### src/gte_pkg.sv
// shared types, constants and helper functions for the gradient edge map
`timescale 1ns / 1ps
package gte_pkg;

  localparam int unsigned MAX_WIDTH  = 256;
  localparam int unsigned MAX_HEIGHT = 256;
  localparam int unsigned COORD_W    = 8;
  localparam int unsigned DIM_W      = 9;
  localparam int unsigned GRAY_W     = 8;
  localparam int unsigned CFG_IDX_W  = 2;

  localparam logic [CFG_IDX_W-1:0] REG_FRAME_WIDTH    = 2'd0;
  localparam logic [CFG_IDX_W-1:0] REG_FRAME_HEIGHT   = 2'd1;
  localparam logic [CFG_IDX_W-1:0] REG_EDGE_THRESHOLD = 2'd2;

  localparam logic [DIM_W-1:0]  RST_FRAME_WIDTH    = 9'd256;
  localparam logic [DIM_W-1:0]  RST_FRAME_HEIGHT   = 9'd256;
  localparam logic [GRAY_W-1:0] RST_EDGE_THRESHOLD = 8'd40;

  localparam logic [DIM_W-1:0] MIN_DIM = 9'd2;

  // floor(x / 3) as (x * 683) >> 11, exact for x <= 765
  localparam int unsigned RECIP_3     = 683;
  localparam int unsigned RECIP_SHIFT = 11;

  typedef struct packed {
    logic [7:0]         red;
    logic [7:0]         green;
    logic [7:0]         blue;
    logic [COORD_W-1:0] col;
    logic [COORD_W-1:0] row;
    logic               last_col;
    logic               last_row;
    logic               fwd;
    logic [GRAY_W-1:0]  fwd_gray;
  } s1_item_t;

  typedef struct packed {
    logic               adv;
    logic               wr_en;
    logic [COORD_W-1:0] wr_col;
    logic [GRAY_W-1:0]  wr_gray;
  } back_stat_t;

  function automatic logic [GRAY_W-1:0] gray_of(input logic [7:0] r, input logic [7:0] g,
                                                input logic [7:0] b);
    logic [9:0]  sum;
    logic [19:0] prod;
    sum  = 10'(r) + 10'(g) + 10'(b);
    prod = 20'(sum) * 20'(RECIP_3);
    return prod[RECIP_SHIFT +: GRAY_W];
  endfunction

  function automatic logic [GRAY_W-1:0] abs_diff(input logic [GRAY_W-1:0] a,
                                                 input logic [GRAY_W-1:0] b);
    return (a > b) ? (a - b) : (b - a);
  endfunction

  function automatic logic [DIM_W-1:0] clamp_dim(input logic [DIM_W-1:0] v,
                                                 input logic [DIM_W-1:0] hi);
    logic [DIM_W-1:0] res;
    res = v;
    if (v < MIN_DIM) begin
      res = MIN_DIM;
    end else if (v > hi) begin
      res = hi;
    end
    return res;
  endfunction

endpackage

### src/gradient_threshold_edge_map.sv
// top level of the streaming gradient threshold edge map
// Takes one RGB pixel per clock in raster order while in_ready is high and returns edge
// results one row late: the pixel at (row r, col c) settles the result for (r-1, c), and
// a pixel of the last row also yields its own result right after, so such pixels give
// two results. Sustained rate is one pixel per clock outside the last row and output
// stalls, limited by the single read and single write per pixel on the previous-row
// line store. Results pass the input and line-store read registers, then the output
// register. The line store needs no clearing pass after reset. The user must write
// frame geometry and threshold via cfg only while idle; the block does not enforce it.
`timescale 1ns / 1ps
module gradient_threshold_edge_map (
  input  logic                              clk,
  input  logic                              rst_n,
  input  logic                              cfg_valid,
  output logic                              cfg_ready,
  input  logic [gte_pkg::CFG_IDX_W-1:0]     cfg_index,
  input  logic [gte_pkg::DIM_W-1:0]         cfg_data,
  input  logic                              in_valid,
  output logic                              in_ready,
  input  logic [7:0]                        in_red,
  input  logic [7:0]                        in_green,
  input  logic [7:0]                        in_blue,
  output logic                              out_valid,
  input  logic                              out_ready,
  output logic [gte_pkg::COORD_W-1:0]       out_pixel_row,
  output logic [gte_pkg::COORD_W-1:0]       out_pixel_col,
  output logic                              out_is_white,
  output logic                              out_run_last
);

  gte_pkg::back_stat_t         stat;
  gte_pkg::s1_item_t           s1_item;
  logic                        s1_valid;
  logic [gte_pkg::GRAY_W-1:0]  edge_threshold;
  logic                        rd_en;
  logic [gte_pkg::COORD_W-1:0] rd_addr;
  logic [gte_pkg::GRAY_W-1:0]  rd_data;

  gte_front u_front (
    .clk            (clk),
    .rst_n          (rst_n),
    .cfg_valid      (cfg_valid),
    .cfg_ready      (cfg_ready),
    .cfg_index      (cfg_index),
    .cfg_data       (cfg_data),
    .in_valid       (in_valid),
    .in_ready       (in_ready),
    .in_red         (in_red),
    .in_green       (in_green),
    .in_blue        (in_blue),
    .stat           (stat),
    .s1_valid       (s1_valid),
    .s1_item        (s1_item),
    .edge_threshold (edge_threshold),
    .rd_en          (rd_en),
    .rd_addr        (rd_addr)
  );

  gte_line_store u_line (
    .clk     (clk),
    .rd_en   (rd_en),
    .rd_addr (rd_addr),
    .rd_data (rd_data),
    .wr_en   (stat.wr_en),
    .wr_addr (stat.wr_col),
    .wr_data (stat.wr_gray)
  );

  gte_back u_back (
    .clk            (clk),
    .rst_n          (rst_n),
    .s1_valid       (s1_valid),
    .s1_item        (s1_item),
    .edge_threshold (edge_threshold),
    .rd_data        (rd_data),
    .stat           (stat),
    .out_valid      (out_valid),
    .out_ready      (out_ready),
    .out_pixel_row  (out_pixel_row),
    .out_pixel_col  (out_pixel_col),
    .out_is_white   (out_is_white),
    .out_run_last   (out_run_last)
  );

endmodule

### src/gte_line_store.sv
// previous-row gray line store, one write and one registered read per cycle
`timescale 1ns / 1ps
module gte_line_store (
  input  logic                              clk,
  input  logic                              rd_en,
  input  logic [gte_pkg::COORD_W-1:0]       rd_addr,
  output logic [gte_pkg::GRAY_W-1:0]        rd_data,
  input  logic                              wr_en,
  input  logic [gte_pkg::COORD_W-1:0]       wr_addr,
  input  logic [gte_pkg::GRAY_W-1:0]        wr_data
);

  logic [gte_pkg::GRAY_W-1:0] mem [gte_pkg::MAX_WIDTH];
  logic [gte_pkg::GRAY_W-1:0] rd_data_r;

  always_ff @(posedge clk) begin
    if (wr_en) begin
      mem[wr_addr] <= wr_data;
    end
    if (rd_en) begin
      rd_data_r <= mem[rd_addr];
    end
  end

  assign rd_data = rd_data_r;

endmodule

### src/gte_front.sv
// config registers, raster position tracking and the input register stage
`timescale 1ns / 1ps
module gte_front (
  input  logic                              clk,
  input  logic                              rst_n,
  input  logic                              cfg_valid,
  output logic                              cfg_ready,
  input  logic [gte_pkg::CFG_IDX_W-1:0]     cfg_index,
  input  logic [gte_pkg::DIM_W-1:0]         cfg_data,
  input  logic                              in_valid,
  output logic                              in_ready,
  input  logic [7:0]                        in_red,
  input  logic [7:0]                        in_green,
  input  logic [7:0]                        in_blue,
  input  gte_pkg::back_stat_t               stat,
  output logic                              s1_valid,
  output gte_pkg::s1_item_t                 s1_item,
  output logic [gte_pkg::GRAY_W-1:0]        edge_threshold,
  output logic                              rd_en,
  output logic [gte_pkg::COORD_W-1:0]       rd_addr
);

  logic [gte_pkg::DIM_W-1:0]   frame_width_r;
  logic [gte_pkg::DIM_W-1:0]   frame_height_r;
  logic [gte_pkg::GRAY_W-1:0]  edge_threshold_r;
  logic [gte_pkg::COORD_W-1:0] col_pos_r, col_pos_nxt;
  logic [gte_pkg::COORD_W-1:0] row_pos_r, row_pos_nxt;
  logic                        s1_valid_r;
  gte_pkg::s1_item_t           s1_item_r;
  logic [gte_pkg::DIM_W-1:0]   w_eff, h_eff;
  logic                        last_col, last_row, accept;

  assign cfg_ready = 1'b1;

  always_ff @(posedge clk) begin
    if (!rst_n) begin
      frame_width_r    <= gte_pkg::RST_FRAME_WIDTH;
      frame_height_r   <= gte_pkg::RST_FRAME_HEIGHT;
      edge_threshold_r <= gte_pkg::RST_EDGE_THRESHOLD;
    end else if (cfg_valid) begin
      case (cfg_index)
        gte_pkg::REG_FRAME_WIDTH:    frame_width_r    <= cfg_data;
        gte_pkg::REG_FRAME_HEIGHT:   frame_height_r   <= cfg_data;
        gte_pkg::REG_EDGE_THRESHOLD: edge_threshold_r <= cfg_data[gte_pkg::GRAY_W-1:0];
        default: ;
      endcase
    end
  end

  assign edge_threshold = edge_threshold_r;

  always_comb begin
    w_eff    = gte_pkg::clamp_dim(frame_width_r, gte_pkg::DIM_W'(gte_pkg::MAX_WIDTH));
    h_eff    = gte_pkg::clamp_dim(frame_height_r, gte_pkg::DIM_W'(gte_pkg::MAX_HEIGHT));
    last_col = {1'b0, col_pos_r} >= (w_eff - 9'd1);
    last_row = {1'b0, row_pos_r} >= (h_eff - 9'd1);
    rd_addr  = last_col ? '0 : (col_pos_r + 8'd1);
    in_ready = !s1_valid_r || stat.adv;
    accept   = in_valid && in_ready;
    rd_en    = accept;
    col_pos_nxt = col_pos_r;
    row_pos_nxt = row_pos_r;
    if (accept) begin
      if (last_col) begin
        col_pos_nxt = '0;
        row_pos_nxt = last_row ? '0 : (row_pos_r + 8'd1);
      end else begin
        col_pos_nxt = col_pos_r + 8'd1;
      end
    end
  end

  always_ff @(posedge clk) begin
    if (!rst_n) begin
      col_pos_r  <= '0;
      row_pos_r  <= '0;
      s1_valid_r <= 1'b0;
    end else begin
      col_pos_r <= col_pos_nxt;
      row_pos_r <= row_pos_nxt;
      if (accept) begin
        s1_valid_r <= 1'b1;
      end else if (stat.adv) begin
        s1_valid_r <= 1'b0;
      end
    end
  end

  // line store write of the leaving pixel lands in the read cycle: bypass it
  always_ff @(posedge clk) begin
    if (accept) begin
      s1_item_r.red      <= in_red;
      s1_item_r.green    <= in_green;
      s1_item_r.blue     <= in_blue;
      s1_item_r.col      <= col_pos_r;
      s1_item_r.row      <= row_pos_r;
      s1_item_r.last_col <= last_col;
      s1_item_r.last_row <= last_row;
      s1_item_r.fwd      <= stat.wr_en && (stat.wr_col == rd_addr);
      s1_item_r.fwd_gray <= stat.wr_gray;
    end
  end

  assign s1_valid = s1_valid_r;
  assign s1_item  = s1_item_r;

endmodule

### src/gte_back.sv
// gray conversion, edge decision, result sequencing and output register
`timescale 1ns / 1ps
module gte_back (
  input  logic                              clk,
  input  logic                              rst_n,
  input  logic                              s1_valid,
  input  gte_pkg::s1_item_t                 s1_item,
  input  logic [gte_pkg::GRAY_W-1:0]        edge_threshold,
  input  logic [gte_pkg::GRAY_W-1:0]        rd_data,
  output gte_pkg::back_stat_t               stat,
  output logic                              out_valid,
  input  logic                              out_ready,
  output logic [gte_pkg::COORD_W-1:0]       out_pixel_row,
  output logic [gte_pkg::COORD_W-1:0]       out_pixel_col,
  output logic                              out_is_white,
  output logic                              out_run_last
);

  logic [gte_pkg::GRAY_W-1:0]  gray, right, above;
  logic [gte_pkg::GRAY_W-1:0]  gray_above_right_r;
  logic                        phase_r;
  logic                        out_valid_r;
  logic [gte_pkg::COORD_W-1:0] out_row_r, out_col_r;
  logic                        out_white_r, out_last_r;
  logic                        a_valid, b_valid, a_white, b_white;
  logic                        out_free, push, adv, sel_a;
  logic [gte_pkg::COORD_W-1:0] push_row;
  logic                        push_white, push_last;

  always_comb begin
    gray  = gte_pkg::gray_of(s1_item.red, s1_item.green, s1_item.blue);
    right = s1_item.fwd ? s1_item.fwd_gray : rd_data;
    above = gray_above_right_r;

    // result for the pixel above, and the last-row pixel itself
    a_valid = s1_item.row != '0;
    b_valid = s1_item.last_row;
    if (s1_item.last_col) begin
      a_white = above != '0;
    end else begin
      a_white = !((gte_pkg::abs_diff(above, right) >= edge_threshold) ||
                  (gte_pkg::abs_diff(above, gray) >= edge_threshold));
    end
    b_white = gray != '0;

    out_free = !out_valid_r || out_ready;
    sel_a    = a_valid && !phase_r;
    push     = s1_valid && out_free && (a_valid || b_valid);
    adv      = s1_valid && ((!a_valid && !b_valid) ||
                            (out_free && (!(a_valid && b_valid) || phase_r)));

    push_row   = sel_a ? (s1_item.row - 8'd1) : s1_item.row;
    push_white = sel_a ? a_white : b_white;
    push_last  = !(sel_a && b_valid);

    stat.adv     = adv;
    stat.wr_en   = adv;
    stat.wr_col  = s1_item.col;
    stat.wr_gray = gray;
  end

  always_ff @(posedge clk) begin
    if (!rst_n) begin
      gray_above_right_r <= '0;
      phase_r            <= 1'b0;
      out_valid_r        <= 1'b0;
    end else begin
      if (adv) begin
        gray_above_right_r <= right;
        phase_r            <= 1'b0;
      end else if (push) begin
        phase_r <= 1'b1;
      end
      if (push) begin
        out_valid_r <= 1'b1;
      end else if (out_ready) begin
        out_valid_r <= 1'b0;
      end
    end
  end

  always_ff @(posedge clk) begin
    if (push) begin
      out_row_r   <= push_row;
      out_col_r   <= s1_item.col;
      out_white_r <= push_white;
      out_last_r  <= push_last;
    end
  end

  assign out_valid     = out_valid_r;
  assign out_pixel_row = out_row_r;
  assign out_pixel_col = out_col_r;
  assign out_is_white  = out_white_r;
  assign out_run_last  = out_last_r;

endmodule

### config.mk
export PLATFORM = sky130hd
export DESIGN_NAME = gradient_threshold_edge_map
export DESIGN_NICKNAME = d
export VERILOG_FILES = /design/src/gte_pkg.sv /design/src/gradient_threshold_edge_map.sv /design/src/gte_line_store.sv /design/src/gte_front.sv /design/src/gte_back.sv
export SDC_FILE = /design/constraint.sdc
export NUM_CORES = 2
export LEC_CHECK = 0
export ABC_AREA = 1
export ABC_CLOCK_PERIOD_IN_PS = 19300
export BUFFER_PORTS_ARGS = -buffer_cell sky130_fd_sc_hd__buf_2
export CORE_UTILIZATION = 64
export DETAILED_ROUTE_END_ITERATION = 10
export GPL_TIMING_DRIVEN = 1
export PLACE_DENSITY_LB_ADDON = 0.08
export RECOVER_POWER = 100
export SYNTH_ARGS = -nofsm -noshare
export SYNTH_HDL_FRONTEND = slang
export SYNTH_SLANG_ARGS = --single-unit
### constraint.sdc
create_clock -name clk -period 19.3 [get_ports clk]
set_input_delay 0 -clock clk [delete_from_list [all_inputs] [get_ports clk]]
set_output_delay 0 -clock clk [all_outputs]
set_load 0.05 [all_outputs]
==> impl_metrics.py <==
metrics = {
    "setup_path": {
        "cpPeakStageDelay_ns": 3.56,
        "crit_type": "flop to flop",
        "cp_data_arrival_time_ns": 14.35,
        "crit_path_end_kind": "flop",
        "crit_family": "simple AND/OR/NAND/NOR gates",
        "worstPathMaxFanout": 120,
        "crit_slowest_cell": "nand2_1",
        "required_ns": 19.89,
        "crit_path_frequent_cell": "nand3_1",
        "startpoint_type": "flop",
        "path_buf_inv": 5,
    },
    "global_route": {
        "grt_usage_pct": 34.27,
        "grt_max_degree": 207,
        "antenna_found_initial": 9,
        "grt_pass1_wl_mm": 408.9,
        "grt_pass1_vias": 66740,
        "grt_overflow": 0,
    },
    "yosys": {
        "synth-simple-area-share_pct": 23.01,
        "avgSynthCellArea_um2": 10.85,
        "synth_nets": 9428,
        "yosysSeqAreaShare_pct": 64.85,
        "yosys_warnings": 0,
        "synthMuxAreaShare_pct": 0.04002,
        "synth_cells": 9223,
        "synth_top_family_by_area": "simple AND/OR/NAND/NOR gates",
        "synth-compound-area-share_pct": 1.837,
        "synth_area_mm2": 0.1000,
        "synthXorXnorAreaFrac_pct": 0.5328,
        "ys_types": 51,
        "ys_ff_latch": 2178,
        "synthAdderAreaFrac_pct": 2.259,
    },
    "timing": {
        "finalHoldViolCount": 0,
        "finalCriticalPeriod_ns": 13.76,
        "slew_headroom_pct": -250.9,
        "fin_tns_setup_ns": 0,
        "skew_ns": 0.03252,
        "setup_viol": 0,
        "fmax_mhz": 72.67,
        "rsz0062_at_grt": "false",
        "worst-slew-pin-transition_ns": 5.264,
        "fin_crit_sh_pct": 71.30,
        "maxSlewViolCount": 1666,
    },
    "clock_tree": {
        "cts_tree": "done",
        "clk_latency_ns": 0.85,
        "post_cts_buffers": 0,
        "cts_sinks": 2178,
        "cts_buffers": 216,
        "htreeDepth": 4,
        "cts_resized": 0,
        "clk_pin_slew_ns": 0.06,
        "cts_buffer_depth": 3,
        "cts-root-buf": "clkbuf_16",
    },
    "cells_and_area": {
        "final_nets": 9271,
        "final-seq-area_mm2": 0.06487,
        "final_common_cell": "nand3_1",
        "fin_cells": 11290,
        "drive_gt1_share_pct": 5.072,
        "multi_input_area_mm2": 0.02773,
        "syn_to_final_growth_pct": 8.282,
        "n_fill_cell": 11090,
        "mostFrequentLayoutCells": "nand3_1 (2,165), edfxtp_1 (2,125), nand2_1 (1,443)",
    },
    "run_status": {
        "violations": "max-capacitance violations, max-slew violations",
        "outcome": "finished with violations",
    },
    "detailed_routing": {
        "ant_nets": 0,
        "wirelength_mm": 271.8,
        "drtPass1Iterations": 8,
        "vias": 69800,
        "vias_per_cell": 6.181,
        "initialDrtViolationCount": 9363,
        "wl_per_cell_um": 24.07,
        "drc": 0,
    },
    "placement": {
        "place.gp.congestion": 0.8892,
        "dp.cells": 10810,
        "dp_hpwl_mm": 147.1,
        "io_buffers": 59,
    },
    "floorplan": {
        "dieArea_mm2": 0.1579,
        "io-pin-count": 61,
        "dieHeight_um": 397.4,
        "rows": 144,
        "coreArea_mm2": 0.1546,
        "die_w_um": 397.4,
        "initial_core_util_pct": 64.71,
    },
    "worst_hold_path": {
        "hold_class": "input pin to flop",
    },
    "job": {
        "max_cap_violations": 37,
    },
}
-- synth_stat cells, drive strengths merged --
cell type | n | area, um^2
a21o | 6 | 45.04
o22ai | 2 | 12.51
o221ai | 2 | 17.52
fa | 26 | 520.5
o21bai | 8 | 67.56
nand4 | 13 | 81.33
clkinv | 3 | 11.26
a221oi | 1 | 8.760
and3 | 1 | 6.260
mux2i | 4 | 40.04
a21boi | 6 | 45.04
edfxtp | 2125 | 63810
a211oi | 2 | 15.01
nor4 | 7 | 43.79
nand3 | 2167 | 10860
nand2 | 1451 | 5477
or4 | 1 | 7.510
a21oi | 97 | 485.5
ha | 139 | 1739
xor2 | 41 | 366.6
dfxtp | 53 | 1061
nor2 | 367 | 1398
nor3 | 14 | 75.07
buf | 431 | 2278
nand3b | 627 | 4707
a22o | 1 | 8.760
inv | 1210 | 4544
o21ai | 81 | 405.4
clkbuf | 171 | 641.9
a31oi | 4 | 25.02
o2111ai | 57 | 499.2
xnor2 | 19 | 166.4
or3 | 1 | 6.260
o211ai | 21 | 157.7
conb | 1 | 3.750
or2 | 57 | 356.6
o21a | 6 | 45.04
-- worst register-to-register path: cells and delay by family, from the launching register on --
family	cells	cell delay, ns
adders and majority gates	1	0.31
and+or+nand+nor	17	6.19
DFF	1	0.39
AOI/OAI and AO/OA	5	0.92
buffers and inverters	5	5.73
-- area by class of cell --
cell class              instances  share of cell area, %
repair buffers                227                  1.630
diodes                          2               0.004620
inverters                    1213                  4.252
clock inverters               123                 0.9899
flip-flops and latches       2178                  59.89
multi-input cells            5230                  25.60
well taps                    2044                  2.361
clock buffers                 275                  5.272
-- registers in the layout, indices dropped and copies added (netlist names) --
name                    cells
u_back.above                8
u_back.out_is_white         1
u_back.out_pixel_col        8
u_back.out_pixel_row        8
u_back.out_run_last         1
u_back.out_valid            1
u_back.phase_r              1
u_front.col_pos_r           8
u_front.edge_threshold      8
u_front.frame_height_r      9
u_front.frame_width_r       9
u_front.row_pos_r           8
u_front.s1_item            51
u_front.s1_valid            1
u_line.mem               2048
u_line.rd_data              8
-- repair_timing --
item,4_1_cts,5_1_grt
endpoints found under the setup margin,0,0
hold endpoints to repair,95,0
hold buffers,78,0
-- worst paths after layout --
kind	startpoint	end	slack [ns]	depth (start not counted)
worst min-delay path	cfg_data[0]	u_front.edge_threshold[0]	0.07	4
worst max-delay path	u_front.frame_width_r[8]	u_line.rd_data[4]	5.54	28
worst max register to register	u_front.frame_width_r[8]	u_line.rd_data[4]	5.54	28
worst min register to register	u_front.frame_height_r[4]	u_front.frame_height_r[4]	0.50	2
-- routing by layer --
metal | global-route usage [%] | part of all wire [%] | vias up
li1 | - | - | 31460
met3 | 6.107 | 11 | 603
met5 | 0 | 0.011 | -
met1 | 47.70 | 39 | 33730
met4 | 15.12 | 4.5 | 4
met2 | 53.28 | 46 | 4007
-- through the flow --
step	hold WS, ns	utilization [%]	setup WS, ns	area (um^2)
finish	0.07474	70.07	5.539	108300
global route	0.05397	70.07	4.748	108300
CTS	0.02030	70.23	9.305	108600
detailed placement	0.1791	65.34	9.383	101000
global placement	0.1799	65.34	9.346	101000
floorplan	0.09887	-	3.342	100000
-- cells by family after synthesis --
| family | Yosys count |
|---|---|
| mux | 4 |
| other cells | 1 |
| buf+inv | 1815 |
| compound gates | 294 |
| simple gates | 4706 |
| flops | 2178 |
| fa+ha+maj | 165 |
| xor+xnor | 60 |
Power is not shown: default switching activity piles up to over one toggle a cycle in this logic, so the estimate is an artifact.
